<file path="config.mk">
export PLATFORM = sky130hd
export DESIGN_NAME = second_order_lowpass_biquad
export DESIGN_NICKNAME = d
export VERILOG_FILES = /design/src/hw/rtl/solb_pkg.sv /design/src/hw/rtl/second_order_lowpass_biquad.sv
export VERILOG_INCLUDE_DIRS = /design/src /design/src/hw/rtl
export SDC_FILE = /design/constraint.sdc
export NUM_CORES = 2
export LEC_CHECK = 0
export BUFFER_PORTS_ARGS = -buffer_cell sky130_fd_sc_hd__buf_2
export CORE_ASPECT_RATIO = 0.8
export CORE_MARGIN = 2
export CORE_UTILIZATION = 25
export CTS_CLUSTER_DIAMETER = 50
export CTS_CLUSTER_SIZE = 8
export DETAILED_ROUTE_END_ITERATION = 8
export REMOVE_ABC_BUFFERS = 1
export SLEW_MARGIN = 15
export SYNTH_ARGS = -nofsm -noshare
export SYNTH_HDL_FRONTEND = slang
export SYNTH_SLANG_ARGS = --single-unit
</file>
<file path="constraint.sdc">
create_clock -name i_clk -period 10.31 [get_ports i_clk]
set_input_delay 2.062 -clock i_clk [delete_from_list [all_inputs] [get_ports i_clk]]
set_output_delay 2.062 -clock i_clk [all_outputs]
set_load 0.02 [all_outputs]
</file>
<file path="src/hw/rtl/second_order_lowpass_biquad_assert.svh">
// Assertion macros shared by the biquad RTL.
// Needs nothing else; the including module supplies clock and reset names.
`ifndef SECOND_ORDER_LOWPASS_BIQUAD_ASSERT_SVH
`define SECOND_ORDER_LOWPASS_BIQUAD_ASSERT_SVH

// Consequent must hold in the same cycle as the antecedent.
`define SOLB_ASSERT_SAME(label, clk, rst_n, ante, cons, msg) \
    label: assert property (@(posedge clk) disable iff (!rst_n) (ante) |-> (cons)) \
        else $error(msg);

// Consequent must hold in the cycle after the antecedent.
`define SOLB_ASSERT_NEXT(label, clk, rst_n, ante, cons, msg) \
    label: assert property (@(posedge clk) disable iff (!rst_n) (ante) |=> (cons)) \
        else $error(msg);

`endif

</file>
<file path="src/hw/rtl/solb_pkg.sv">
// Package for the second order low-pass biquad: defaults, codes and the microprogram.
// Used by second_order_lowpass_biquad.sv; depends on nothing.
`default_nettype none

package solb_pkg;

    localparam int SAMPLE_WIDTH_DEF   = 16;
    localparam int COEF_FRAC_BITS_DEF = 16;
    localparam int DELAY_WIDTH_DEF    = 24;
    localparam int CFG_INDEX_W        = 3;

    typedef enum logic [CFG_INDEX_W-1:0] {
        REG_FEED0 = 3'd0,
        REG_FEED1 = 3'd1,
        REG_FEED2 = 3'd2,
        REG_BACK1 = 3'd3,
        REG_BACK2 = 3'd4
    } t_cfg_reg;

    typedef enum logic [3:0] {
        S_WAIT     = 4'd0,
        S_PRE_SUM  = 4'd1,
        S_DIV_INIT = 4'd2,
        S_DIV_LOOP = 4'd3,
        S_PRE_WR   = 4'd4,
        S_F_MUL1   = 4'd5,
        S_F_MUL2   = 4'd6,
        S_F_SUB2   = 4'd7,
        S_F_W      = 4'd8,
        S_F_MUL3   = 4'd9,
        S_F_MUL4   = 4'd10,
        S_F_MUL5   = 4'd11,
        S_F_ADD3   = 4'd12,
        S_F_OUT    = 4'd13
    } t_step;

    typedef enum logic [1:0] {A_D1, A_D2, A_W} t_asel;

    typedef enum logic [2:0] {B_FEED0, B_FEED1, B_FEED2, B_BACK1, B_BACK2} t_bsel;

    typedef enum logic [2:0] {ACC_HOLD, ACC_LOAD_X, ACC_LOAD_P, ACC_ADD, ACC_SUB} t_accop;

    // J_ACCEPT waits for an item, J_LOOP runs the divider count down,
    // J_OUT waits for the output register to be free.
    typedef enum logic [1:0] {J_NEXT, J_ACCEPT, J_LOOP, J_OUT} t_jump;

    typedef struct packed {
        t_asel  a_sel;
        t_bsel  b_sel;
        t_accop acc_op;
        logic   sum_en;
        logic   div_init;
        logic   div_step;
        logic   pre_wr;
        logic   take_w;
        logic   emit;
        t_jump  jump;
        t_step  target;
    } t_ctrl;

    function automatic t_ctrl ucode(input t_step step);
        t_ctrl cw;
        cw = '0;
        unique case (step)
            S_WAIT: begin
                cw.jump   = J_ACCEPT;
                cw.target = S_F_MUL1;
            end
            S_PRE_SUM:  cw.sum_en = 1'b1;
            S_DIV_INIT: cw.div_init = 1'b1;
            S_DIV_LOOP: begin
                cw.div_step = 1'b1;
                cw.jump     = J_LOOP;
            end
            S_PRE_WR:   cw.pre_wr = 1'b1;
            S_F_MUL1: begin
                cw.acc_op = ACC_LOAD_X;
                cw.a_sel  = A_D1;
                cw.b_sel  = B_BACK1;
            end
            S_F_MUL2: begin
                cw.acc_op = ACC_SUB;
                cw.a_sel  = A_D2;
                cw.b_sel  = B_BACK2;
            end
            S_F_SUB2:   cw.acc_op = ACC_SUB;
            S_F_W:      cw.take_w = 1'b1;
            S_F_MUL3: begin
                cw.a_sel = A_W;
                cw.b_sel = B_FEED0;
            end
            S_F_MUL4: begin
                cw.acc_op = ACC_LOAD_P;
                cw.a_sel  = A_D1;
                cw.b_sel  = B_FEED1;
            end
            S_F_MUL5: begin
                cw.acc_op = ACC_ADD;
                cw.a_sel  = A_D2;
                cw.b_sel  = B_FEED2;
            end
            S_F_ADD3:   cw.acc_op = ACC_ADD;
            S_F_OUT: begin
                cw.emit   = 1'b1;
                cw.jump   = J_OUT;
                cw.target = S_WAIT;
            end
            default: begin
                // Unused step codes fall back to the wait step.
                cw.jump   = J_OUT;
                cw.target = S_WAIT;
            end
        endcase
        return cw;
    endfunction

endpackage

`default_nettype wire

</file>
<file path="src/hw/rtl/second_order_lowpass_biquad.sv">
// Direct form II biquad run by a microprogram over one shared multiplier; uses solb_pkg.
// A filter item runs the nine-step multiply-accumulate program on the single multiplier and
// leaves its result in the output step; a new item is taken only after that step has emitted.
// A preload item first runs the pre-sum, divider setup, divider loop and preload write steps
// for the one-bit-per-cycle restoring divider. Synchronous reset restores pass-through coefficients,
// clears both delay words and empties the output register.
`default_nettype none
`include "second_order_lowpass_biquad_assert.svh"

module second_order_lowpass_biquad #(
    parameter int SAMPLE_WIDTH   = solb_pkg::SAMPLE_WIDTH_DEF,
    parameter int COEF_FRAC_BITS = solb_pkg::COEF_FRAC_BITS_DEF,
    parameter int DELAY_WIDTH    = solb_pkg::DELAY_WIDTH_DEF
) (
    input  wire logic                                i_clk,
    input  wire logic                                i_rst_n,
    input  wire logic                                i_cfg_we,
    input  wire logic [solb_pkg::CFG_INDEX_W-1:0]    i_cfg_index,
    input  wire logic [COEF_FRAC_BITS+1:0]           i_cfg_data,
    input  wire logic                                i_s_axis_tvalid,
    output logic                                     o_s_axis_tready,
    // tdata: sample [SAMPLE_WIDTH-1:0], zero padded to whole bytes
    input  wire logic [((SAMPLE_WIDTH+7)/8)*8-1:0]   i_s_axis_tdata,
    // tuser: op (0 filter, 1 preload then filter)
    input  wire logic                                i_s_axis_tuser,
    output logic                                     o_m_axis_tvalid,
    input  wire logic                                i_m_axis_tready,
    // tdata: filtered [SAMPLE_WIDTH-1:0], zero padded to whole bytes
    output logic [((SAMPLE_WIDTH+7)/8)*8-1:0]        o_m_axis_tdata
);

    import solb_pkg::*;

    localparam int SW   = SAMPLE_WIDTH;
    localparam int F    = COEF_FRAC_BITS;
    localparam int DW   = DELAY_WIDTH;
    localparam int CW   = F + 2;
    localparam int SUMW = CW + 2;
    localparam int NUMW = SW + F + 1;
    localparam int CNTW = $clog2(NUMW + 1);
    localparam int PW   = DW + CW;
    localparam int XW   = (SW > DW) ? SW : DW;
    localparam int AW   = ((PW > SW + CW) ? PW : SW + CW) + 2;
    localparam int RW   = AW - F;
    localparam int QW   = ((NUMW > DW) ? NUMW : DW) + 1;
    localparam int TDW  = ((SW + 7) / 8) * 8;

    localparam logic signed [DW-1:0] D_MAX   = {1'b0, {(DW-1){1'b1}}};
    localparam logic signed [DW-1:0] D_MIN   = ~D_MAX;
    localparam logic signed [SW-1:0] S_MAX   = {1'b0, {(SW-1){1'b1}}};
    localparam logic signed [SW-1:0] S_MIN   = ~S_MAX;
    localparam logic signed [AW-1:0] HALF    = AW'(1) << (F - 1);
    localparam logic [QW-1:0]        Q_LIMIT = QW'(1) << (DW - 1);
    localparam logic [CNTW-1:0]      CNT_ONE = CNTW'(1);

    // Sequencer
    t_step r_step, n_step;
    t_ctrl cw;
    logic  accept;
    logic  out_free;
    logic  emit_fire;
    logic  cfg_hit;

    // Coefficients and state
    logic signed [CW-1:0] r_b0, r_b1, r_b2, r_a1, r_a2;
    logic signed [DW-1:0] r_d1, r_d2, r_w;

    // Datapath
    logic signed [SW-1:0]   r_x;
    logic signed [DW-1:0]   mul_a;
    logic signed [CW-1:0]   mul_b;
    logic signed [PW-1:0]   mul_p, r_prod;
    logic signed [AW-1:0]   r_acc, rnd;
    logic signed [RW-1:0]   rq;
    logic                   w_fits, y_fits;
    logic signed [SW-1:0]   y_sat;
    logic signed [XW-1:0]   x_ext;
    logic                   x_fits;
    logic signed [DW-1:0]   xd;

    // Preload divider
    logic signed [SUMW-1:0] r_sum;
    logic [SUMW-1:0]        den_now, r_den;
    logic [SW-1:0]          mag_x;
    logic [NUMW-1:0]        r_num;
    logic [SUMW-1:0]        r_rem;
    logic [CNTW-1:0]        r_cnt;
    logic [SUMW:0]          trial, diff;
    logic                   ge;
    logic [QW-1:0]          q_ext;
    logic                   q_neg, q_ok;
    logic signed [DW-1:0]   q_val, pre;

    logic                   r_out_valid;
    logic [SW-1:0]          r_out_data;

    assign cw        = ucode(r_step);
    assign o_s_axis_tready = (cw.jump == J_ACCEPT);
    assign accept    = i_s_axis_tvalid && o_s_axis_tready;
    assign out_free  = !r_out_valid || i_m_axis_tready;
    assign emit_fire = cw.emit && out_free;
    assign cfg_hit   = i_cfg_we && (i_cfg_index <= REG_BACK2);

    always_comb begin
        n_step = r_step;
        unique case (cw.jump)
            J_NEXT:   n_step = t_step'(r_step + 4'd1);
            J_ACCEPT: begin
                if (accept) begin
                    n_step = i_s_axis_tuser ? t_step'(r_step + 4'd1) : cw.target;
                end
            end
            J_LOOP:   begin
                if (r_cnt == CNT_ONE) begin
                    n_step = t_step'(r_step + 4'd1);
                end
            end
            J_OUT:    begin
                if (out_free) begin
                    n_step = cw.target;
                end
            end
            default:  n_step = S_WAIT;
        endcase
    end

    always_ff @(posedge i_clk) begin
        if (!i_rst_n) begin
            r_step <= S_WAIT;
        end else begin
            r_step <= n_step;
        end
    end

    // Configuration registers
    always_ff @(posedge i_clk) begin
        if (!i_rst_n) begin
            r_b0 <= CW'(1) << F;
            r_b1 <= '0;
            r_b2 <= '0;
            r_a1 <= '0;
            r_a2 <= '0;
        end else if (i_cfg_we) begin
            unique case (i_cfg_index)
                REG_FEED0: r_b0 <= i_cfg_data;
                REG_FEED1: r_b1 <= i_cfg_data;
                REG_FEED2: r_b2 <= i_cfg_data;
                REG_BACK1: r_a1 <= i_cfg_data;
                REG_BACK2: r_a2 <= i_cfg_data;
                default:   ;
            endcase
        end
    end

    // Sample saturated to the delay range, the fallback value for w and the preload.
    assign x_ext  = XW'(r_x);
    assign x_fits = (XW'($signed(x_ext[DW-1:0])) == x_ext);
    assign xd     = x_fits ? x_ext[DW-1:0] : (r_x[SW-1] ? D_MIN : D_MAX);

    always_ff @(posedge i_clk) begin
        if (accept) begin
            r_x <= $signed(i_s_axis_tdata[SW-1:0]);
        end
    end

    // Shared multiplier with a registered product.
    always_comb begin
        unique case (cw.a_sel)
            A_D1:    mul_a = r_d1;
            A_D2:    mul_a = r_d2;
            A_W:     mul_a = r_w;
            default: mul_a = r_d1;
        endcase
        unique case (cw.b_sel)
            B_FEED0: mul_b = r_b0;
            B_FEED1: mul_b = r_b1;
            B_FEED2: mul_b = r_b2;
            B_BACK1: mul_b = r_a1;
            B_BACK2: mul_b = r_a2;
            default: mul_b = r_b0;
        endcase
    end

    assign mul_p = PW'(mul_a) * PW'(mul_b);

    always_ff @(posedge i_clk) begin
        r_prod <= mul_p;
    end

    always_ff @(posedge i_clk) begin
        unique case (cw.acc_op)
            ACC_HOLD:   r_acc <= r_acc;
            ACC_LOAD_X: r_acc <= AW'(r_x) <<< F;
            ACC_LOAD_P: r_acc <= AW'(r_prod);
            ACC_ADD:    r_acc <= r_acc + AW'(r_prod);
            ACC_SUB:    r_acc <= r_acc - AW'(r_prod);
            default:    r_acc <= r_acc;
        endcase
    end

    // Round half up, then check the range of the delay word and of the output.
    assign rnd    = r_acc + HALF;
    assign rq     = rnd[AW-1:F];
    assign w_fits = (RW'($signed(rq[DW-1:0])) == rq);
    assign y_fits = (RW'($signed(rq[SW-1:0])) == rq);
    assign y_sat  = y_fits ? rq[SW-1:0] : (rq[RW-1] ? S_MIN : S_MAX);

    always_ff @(posedge i_clk) begin
        if (cw.take_w) begin
            r_w <= w_fits ? rq[DW-1:0] : xd;
        end
    end

    // Preload: round(|x| * 2^F / |b0+b1+b2|) by restoring division, one bit per cycle.
    assign den_now = r_sum[SUMW-1] ? SUMW'(-r_sum) : SUMW'(r_sum);
    assign mag_x   = r_x[SW-1] ? SW'(-r_x) : SW'(r_x);
    assign trial   = {r_rem, r_num[NUMW-1]};
    assign diff    = trial - {1'b0, r_den};
    assign ge      = (trial >= {1'b0, r_den});

    always_ff @(posedge i_clk) begin
        if (cw.sum_en) begin
            r_sum <= SUMW'(r_b0) + SUMW'(r_b1) + SUMW'(r_b2);
        end
        if (cw.div_init) begin
            r_den <= den_now;
            r_num <= (NUMW'(mag_x) << F) + NUMW'(den_now >> 1);
            r_rem <= '0;
        end else if (cw.div_step) begin
            r_rem <= ge ? diff[SUMW-1:0] : trial[SUMW-1:0];
            r_num <= {r_num[NUMW-2:0], ge};
        end
    end

    always_ff @(posedge i_clk) begin
        if (!i_rst_n) begin
            r_cnt <= '0;
        end else if (cw.div_init) begin
            r_cnt <= CNTW'(NUMW);
        end else if (cw.div_step) begin
            r_cnt <= r_cnt - CNT_ONE;
        end
    end

    // The quotient r_num becomes the preload when b0+b1+b2 is nonzero and it lands in the delay range.
    assign q_ext = QW'(r_num);
    assign q_neg = r_x[SW-1] ^ r_sum[SUMW-1];
    assign q_ok  = (r_sum != '0) && ((q_ext < Q_LIMIT) || (q_neg && (q_ext == Q_LIMIT)));
    assign q_val = q_neg ? -DW'(r_num) : DW'(r_num);
    assign pre   = q_ok ? q_val : xd;

    always_ff @(posedge i_clk) begin
        if (!i_rst_n) begin
            r_d1 <= '0;
            r_d2 <= '0;
        end else if (cfg_hit) begin
            r_d1 <= '0;
            r_d2 <= '0;
        end else if (cw.pre_wr) begin
            r_d1 <= pre;
            r_d2 <= pre;
        end else if (emit_fire) begin
            r_d2 <= r_d1;
            r_d1 <= r_w;
        end
    end

    // Output register
    always_ff @(posedge i_clk) begin
        if (!i_rst_n) begin
            r_out_valid <= 1'b0;
        end else if (emit_fire) begin
            r_out_valid <= 1'b1;
        end else if (i_m_axis_tready) begin
            r_out_valid <= 1'b0;
        end
    end

    always_ff @(posedge i_clk) begin
        if (emit_fire) begin
            r_out_data <= y_sat;
        end
    end

    assign o_m_axis_tvalid = r_out_valid;
    assign o_m_axis_tdata  = TDW'(r_out_data);

    `SOLB_ASSERT_NEXT(a_accept_dispatch, i_clk, i_rst_n, accept, r_step == S_PRE_SUM || r_step == S_F_MUL1, "accepted item did not start the preload or the filter program")
    `SOLB_ASSERT_NEXT(a_stall_holds, i_clk, i_rst_n, r_step == S_F_OUT && r_out_valid && !i_m_axis_tready, r_step == S_F_OUT && $stable(r_d1), "delay line moved while the result was stalled")
    `SOLB_ASSERT_SAME(a_result_source, i_clk, i_rst_n, $rose(r_out_valid), $past(r_step) == S_F_OUT, "result appeared outside the output step")
    `SOLB_ASSERT_SAME(a_div_count, i_clk, i_rst_n, r_step == S_DIV_LOOP, r_cnt != '0, "divider loop running with an exhausted count")
    `SOLB_ASSERT_NEXT(a_cfg_clears, i_clk, i_rst_n, cfg_hit, r_d1 == '0 && r_d2 == '0, "coefficient write did not clear the delay words")

endmodule

`default_nettype wire
</file>
==> flow_summary.html <==
<table>
<tr><th>Metric</th><th>Value</th></tr>
<tr><th colspan="2">Routing</th></tr>
<tr><td>Number of vias per cell after detailed routing</td><td>4.80</td></tr>
<tr><td>Remaining design rule violation count</td><td>0</td></tr>
<tr><td>Number of detailed-routing iterations run before antenna repair</td><td>6</td></tr>
<tr><td>Number of DRC violations after detailed-routing iteration 0</td><td>2840</td></tr>
<tr><td>Detail-routed net length per standard cell</td><td>18.4 um</td></tr>
<tr><td>Remaining antenna violation count</td><td>0</td></tr>
<tr><td>Total via count in the routed design</td><td>30.5k</td></tr>
<tr><td>Total detailed-routing wirelength</td><td>117000 um</td></tr>
<tr><th colspan="2">Synthesis</th></tr>
<tr><td>Top flip-flop cell by instance count after synthesis</td><td>dfxtp_1</td></tr>
<tr><td>Synth Area in Compound Gates</td><td>0.145</td></tr>
<tr><td>Simple-gate share of the synthesized area</td><td>0.154</td></tr>
<tr><td>Number of enable flip-flop cells after synthesis</td><td>173</td></tr>
<tr><td>Average cell area after synthesis</td><td>8.80 um^2</td></tr>
<tr><td>XOR/XNOR Fraction of Synth Area</td><td>0.0579</td></tr>
<tr><td>Synthesized-area fraction occupied by adder cells</td><td>0.302</td></tr>
<tr><td>Sequential-to-total area share from yosys stat</td><td>0.248</td></tr>
<tr><td>Dominant combinational cell family by area after synthesis</td><td>adder cells</td></tr>
<tr><td>Count of yosys warnings during synthesis</td><td>0</td></tr>
<tr><td>Asr flop ratio synth</td><td>0</td></tr>
<tr><td>Number of register bits inferred by synthesis</td><td>384</td></tr>
<tr><td>Synthesized instance count</td><td>4314</td></tr>
<tr><td>Proportion of synthesized area in mux cells</td><td>0.0160</td></tr>
<tr><td>Number of distinct library cell variants in the gate-level netlist after synthesis</td><td>83</td></tr>
<tr><td>Synth Cell Area</td><td>38000 um^2</td></tr>
<tr><th colspan="2">Power</th></tr>
<tr><td>Leakage power</td><td>17.9 nW</td></tr>
<tr><td>Ratio of total power to cell area</td><td>232 nW/um^2</td></tr>
<tr><td>Peak supply drop</td><td>226 uV</td></tr>
<tr><td>Total Power</td><td>9.86 mW</td></tr>
<tr><th colspan="2">Timing</th></tr>
<tr><td>Minimum setup slack in the final design</td><td>0.989 ns</td></tr>
<tr><td>Post-layout min period</td><td>9.32 ns</td></tr>
<tr><td>Final setup violation count</td><td>0</td></tr>
<tr><td>Ratio of final minimum period to clock period</td><td>0.904</td></tr>
<tr><td>Clock skew</td><td>0.0591 ns</td></tr>
<tr><td>RSZ-0062 raised after global routing</td><td>false</td></tr>
<tr><td>Maximum operating frequency</td><td>107 MHz</td></tr>
<tr><td>Number of hold violations in the final report</td><td>0</td></tr>
<tr><td>Headroom to the max-slew limit</td><td>0.167</td></tr>
<tr><td>Least-Margin Pin Slew</td><td>1.24 ns</td></tr>
<tr><td>Setup tns final</td><td>0 ns</td></tr>
<tr><td>Slew Limit Fails</td><td>0</td></tr>
<tr><td>Worst hold margin</td><td>0.464 ns</td></tr>
<tr><th colspan="2">CTS</th></tr>
<tr><td>Clock tree from TritonCTS</td><td>done</td></tr>
<tr><td>Post-CTS resize count</td><td>0</td></tr>
<tr><td>CTS Root Buffer Type</td><td>clkbuf_16</td></tr>
<tr><td>Count of hold-fix buffers inserted at cts</td><td>0</td></tr>
<tr><td>Clock tree sinks</td><td>384</td></tr>
<tr><td>Largest buffer count on any clock path</td><td>3</td></tr>
<tr><td>Number of clock buffers inserted by TritonCTS</td><td>60</td></tr>
<tr><td>Clk pin slew, worst setup/hold paths</td><td>0.05 ns</td></tr>
<tr><td>CTS H-tree depth</td><td>2</td></tr>
<tr><td>Setup Buffers After CTS</td><td>0</td></tr>
<tr><td>Worst-skew pair later-pin latency</td><td>0.66 ns</td></tr>
<tr><th colspan="2">Placement</th></tr>
<tr><td>Placer Congestion</td><td>0.944</td></tr>
<tr><td>HPWL after detailed placement</td><td>90900 um</td></tr>
<tr><td>Number of buffers added on ports</td><td>60</td></tr>
<tr><td>Pre-CTS WS</td><td>1.12 ns</td></tr>
<tr><th colspan="2">Critical path</th></tr>
<tr><td>Most frequent CP cell</td><td>fa_1</td></tr>
<tr><td>Critical-path top delay cell</td><td>a31oi_2</td></tr>
<tr><td>Critical Path Sink Type</td><td>flop</td></tr>
<tr><td>Worst Path Required</td><td>10.84 ns</td></tr>
<tr><td>Crit-path max cell delay</td><td>1.00 ns</td></tr>
<tr><td>Cell family with most CP delay</td><td>adder cells</td></tr>
<tr><td>Kind of critical path</td><td>flop to flop</td></tr>
<tr><td>Worst EP arrival</td><td>9.85 ns</td></tr>
<tr><td>Startpoint type of the worst setup path</td><td>flop</td></tr>
<tr><td>Maximum fanout along the worst path</td><td>15</td></tr>
<tr><td>Crit path buffers/inverters</td><td>5</td></tr>
<tr><th colspan="2">Cells and area</th></tr>
<tr><td>Final nets</td><td>5014</td></tr>
<tr><td>Sequential standard cell area</td><td>9420 um^2</td></tr>
<tr><td>Most used cells in the layout excluding fill and tap cells</td><td>741 x nand2_1, 578 x inv_1, 447 x fa_1</td></tr>
<tr><td>Commonest non-fill, non-tap cell in the layout</td><td>nand2_1</td></tr>
<tr><td>Share of the core filled with cells</td><td>0.283</td></tr>
<tr><td>Fillcell total</td><td>16.0k</td></tr>
<tr><td>Area added between synthesis and finish</td><td>12.1%</td></tr>
<tr><td>Antenna Cells</td><td>0</td></tr>
<tr><td>Share of final-layout standard cells stronger than drive strength 1</td><td>0.0685</td></tr>
<tr><td>Multi-input gate area in the final layout</td><td>25800 um^2</td></tr>
<tr><th colspan="2">Floorplanning</th></tr>
<tr><td>Placeable core region</td><td>150000 um^2</td></tr>
<tr><td>X dimension of the die</td><td>440 um</td></tr>
<tr><td>Vertical extent of the die</td><td>352 um</td></tr>
<tr><td>Die Area</td><td>155000 um^2</td></tr>
<tr><td>Number of ports placed on the die boundary</td><td>61</td></tr>
<tr><td>Initial standard-cell utilization of the core</td><td>0.252</td></tr>
<tr><td>Std cell rows</td><td>127</td></tr>
<tr><th colspan="2">Global routing</th></tr>
<tr><td>Via count of the first global-routing pass</td><td>30.1k</td></tr>
<tr><td>Total overflow reported by the global router</td><td>0</td></tr>
<tr><td>Maximum number of pins on one net before global-route repair</td><td>100</td></tr>
<tr><td>Tot GR Track Use</td><td>0.150</td></tr>
<tr><td>Number of antenna violations at the first check in global routing</td><td>0</td></tr>
<tr><td>First-pass GRT wire length</td><td>182000 um</td></tr>
<tr><th colspan="2">Flow run</th></tr>
<tr><td>Maximum capacitance violations</td><td>0</td></tr>
<tr><th colspan="2">Min path</th></tr>
<tr><td>Class of the tightest hold or removal check</td><td>flop to flop</td></tr>
<tr><th colspan="2">Run status</th></tr>
<tr><td>Status</td><td>finished clean</td></tr>
</table>
==> cells in the mapped netlist, types with 6 or more instances <==
cell / instances / area share
nand2_1: 742 / 0.073
inv_1: 578 / 0.057
fa_1: 447 / 0.24
nor2_1: 268 / 0.027
o21ai_0: 244 / 0.032
dfxtp_1: 211 / 0.11
ha_1: 202 / 0.067
clkbuf_1: 178 / 0.018
edfxtp_1: 173 / 0.14
a21oi_1: 166 / 0.022
xnor2_1: 160 / 0.037
a21boi_0: 99 / 0.020
xor2_1: 91 / 0.021
a21o_1: 58 / 0.011
o21a_1: 49 / 0.0097
a31oi_1: 48 / 0.0079
nand3_1: 47 / 0.0062
nor3_1: 42 / 0.0055
a22oi_1: 41 / 0.0081
nor2b_1: 39 / 0.0064
nand2b_1: 37 / 0.0061
and2_1: 34 / 0.0056
mux2_2: 25 / 0.0074
o31ai_1: 25 / 0.0049
or3_1: 23 / 0.0038
nand4_1: 20 / 0.0033
mux2i_1: 19 / 0.0050
a222oi_1: 18 / 0.0047
nor4_1: 18 / 0.0030
o21bai_1: 18 / 0.0036
o21ai_1: 16 / 0.0021
or4_1: 16 / 0.0032
and3_1: 15 / 0.0025
or2_2: 15 / 0.0025
o41ai_1: 13 / 0.0030
a211oi_1: 12 / 0.0024
mux2_4: 9 / 0.0036
o211ai_1: 6 / 0.0012
==> cell type report <==
type	count	share of cell area
Clock inverter	11	0.00300
Clock buffer	96	0.0404
Sequential cell	384	0.221
Multi-Input combinational cell	3162	0.605
Inverter	579	0.0511
Tap cell	1999	0.0588
Timing Repair Buffer	135	0.0203
==> through the flow <==
step / area [um^2] / instances
2_1_floorplan: 37200 / 4125
3_3_place_gp: 40700 / 6259
3_5_place_dp: 40700 / 6259
4_1_cts: 42600 / 6366
5_1_grt: 42600 / 6366
6_report: 42600 / 6366
==> metal layers <==
layer  vias to the layer above  global-route usage  wire, um  part of all wire
met5                         -                   0         0                 0
met4                         0              0.0316      2350             0.020
met3                       143              0.0384     11400             0.097
met2                      1193               0.219     49100              0.42
met1                     15007               0.220     54400              0.46
li1                      14184                   -         -                 -
==> final timing paths <==
check | startpoint | end | slack, ns | depth (start not counted)
worst max-delay path | r_step[0] | r_prod[38] | 0.99 | 27
worst min-delay path | r_a1[15] | r_a1[15] | 0.46 | 2
worst max register to register | r_step[0] | r_prod[38] | 0.99 | 27
worst min register to register | r_a1[15] | r_a1[15] | 0.46 | 2
==> state kept, by name, summed over array words and instances, names as in the netlist, 20 cells and up <==
| register | count |
|---|---|
| r_acc | 44 |
| r_prod | 42 |
| r_num | 33 |
| r_d1 | 24 |
| r_d2 | 24 |
| r_w | 24 |
| r_den | 20 |
| r_rem | 20 |
| r_sum | 20 |
==> worst register-to-register path, cell delays in order, from the launching register on <==
cell and delay (ns):
dfxtp_1 0.42, ha_1 0.39, inv_1 0.18, o32ai_2 0.98, nand2_1 0.16, a31oi_2 1.00
buf_4 0.35, nand2_1 0.10, fa_1 0.50, inv_1 0.05, fa_1 0.52, fa_1 0.44
fa_1 0.56, fa_1 0.55, inv_1 0.05, fa_1 0.54, inv_1 0.07, ha_1 0.39
a21o_1 0.21, a21o_1 0.18, a21oi_1 0.29, o211a_1 0.20, o21a_1 0.18, o31ai_1 0.15
a32oi_1 0.33, o21ai_0 0.12, a21oi_1 0.20, xnor2_1 0.13
==> logic make-up after synthesis <==
family / after synthesis
fa+ha+maj: 649
simple gates: 1343
xor+xnor: 251
compound gates: 866
flops: 384
buf+inv: 768
mux: 53
==> where the power goes <==
| part | leakage, nW | switching, mW | total [mW] | internal, mW |
|---|---|---|---|---|
| clock | 0.890 | 0.752 | 1.91 | 1.16 |
| combinational | 13.8 | 3.51 | 5.65 | 2.14 |
| sequential | 3.29 | 0.348 | 2.29 | 1.95 |
| total | 17.9 | 4.61 | 9.86 | 5.24 |
(Power assumes the default switching activity.)
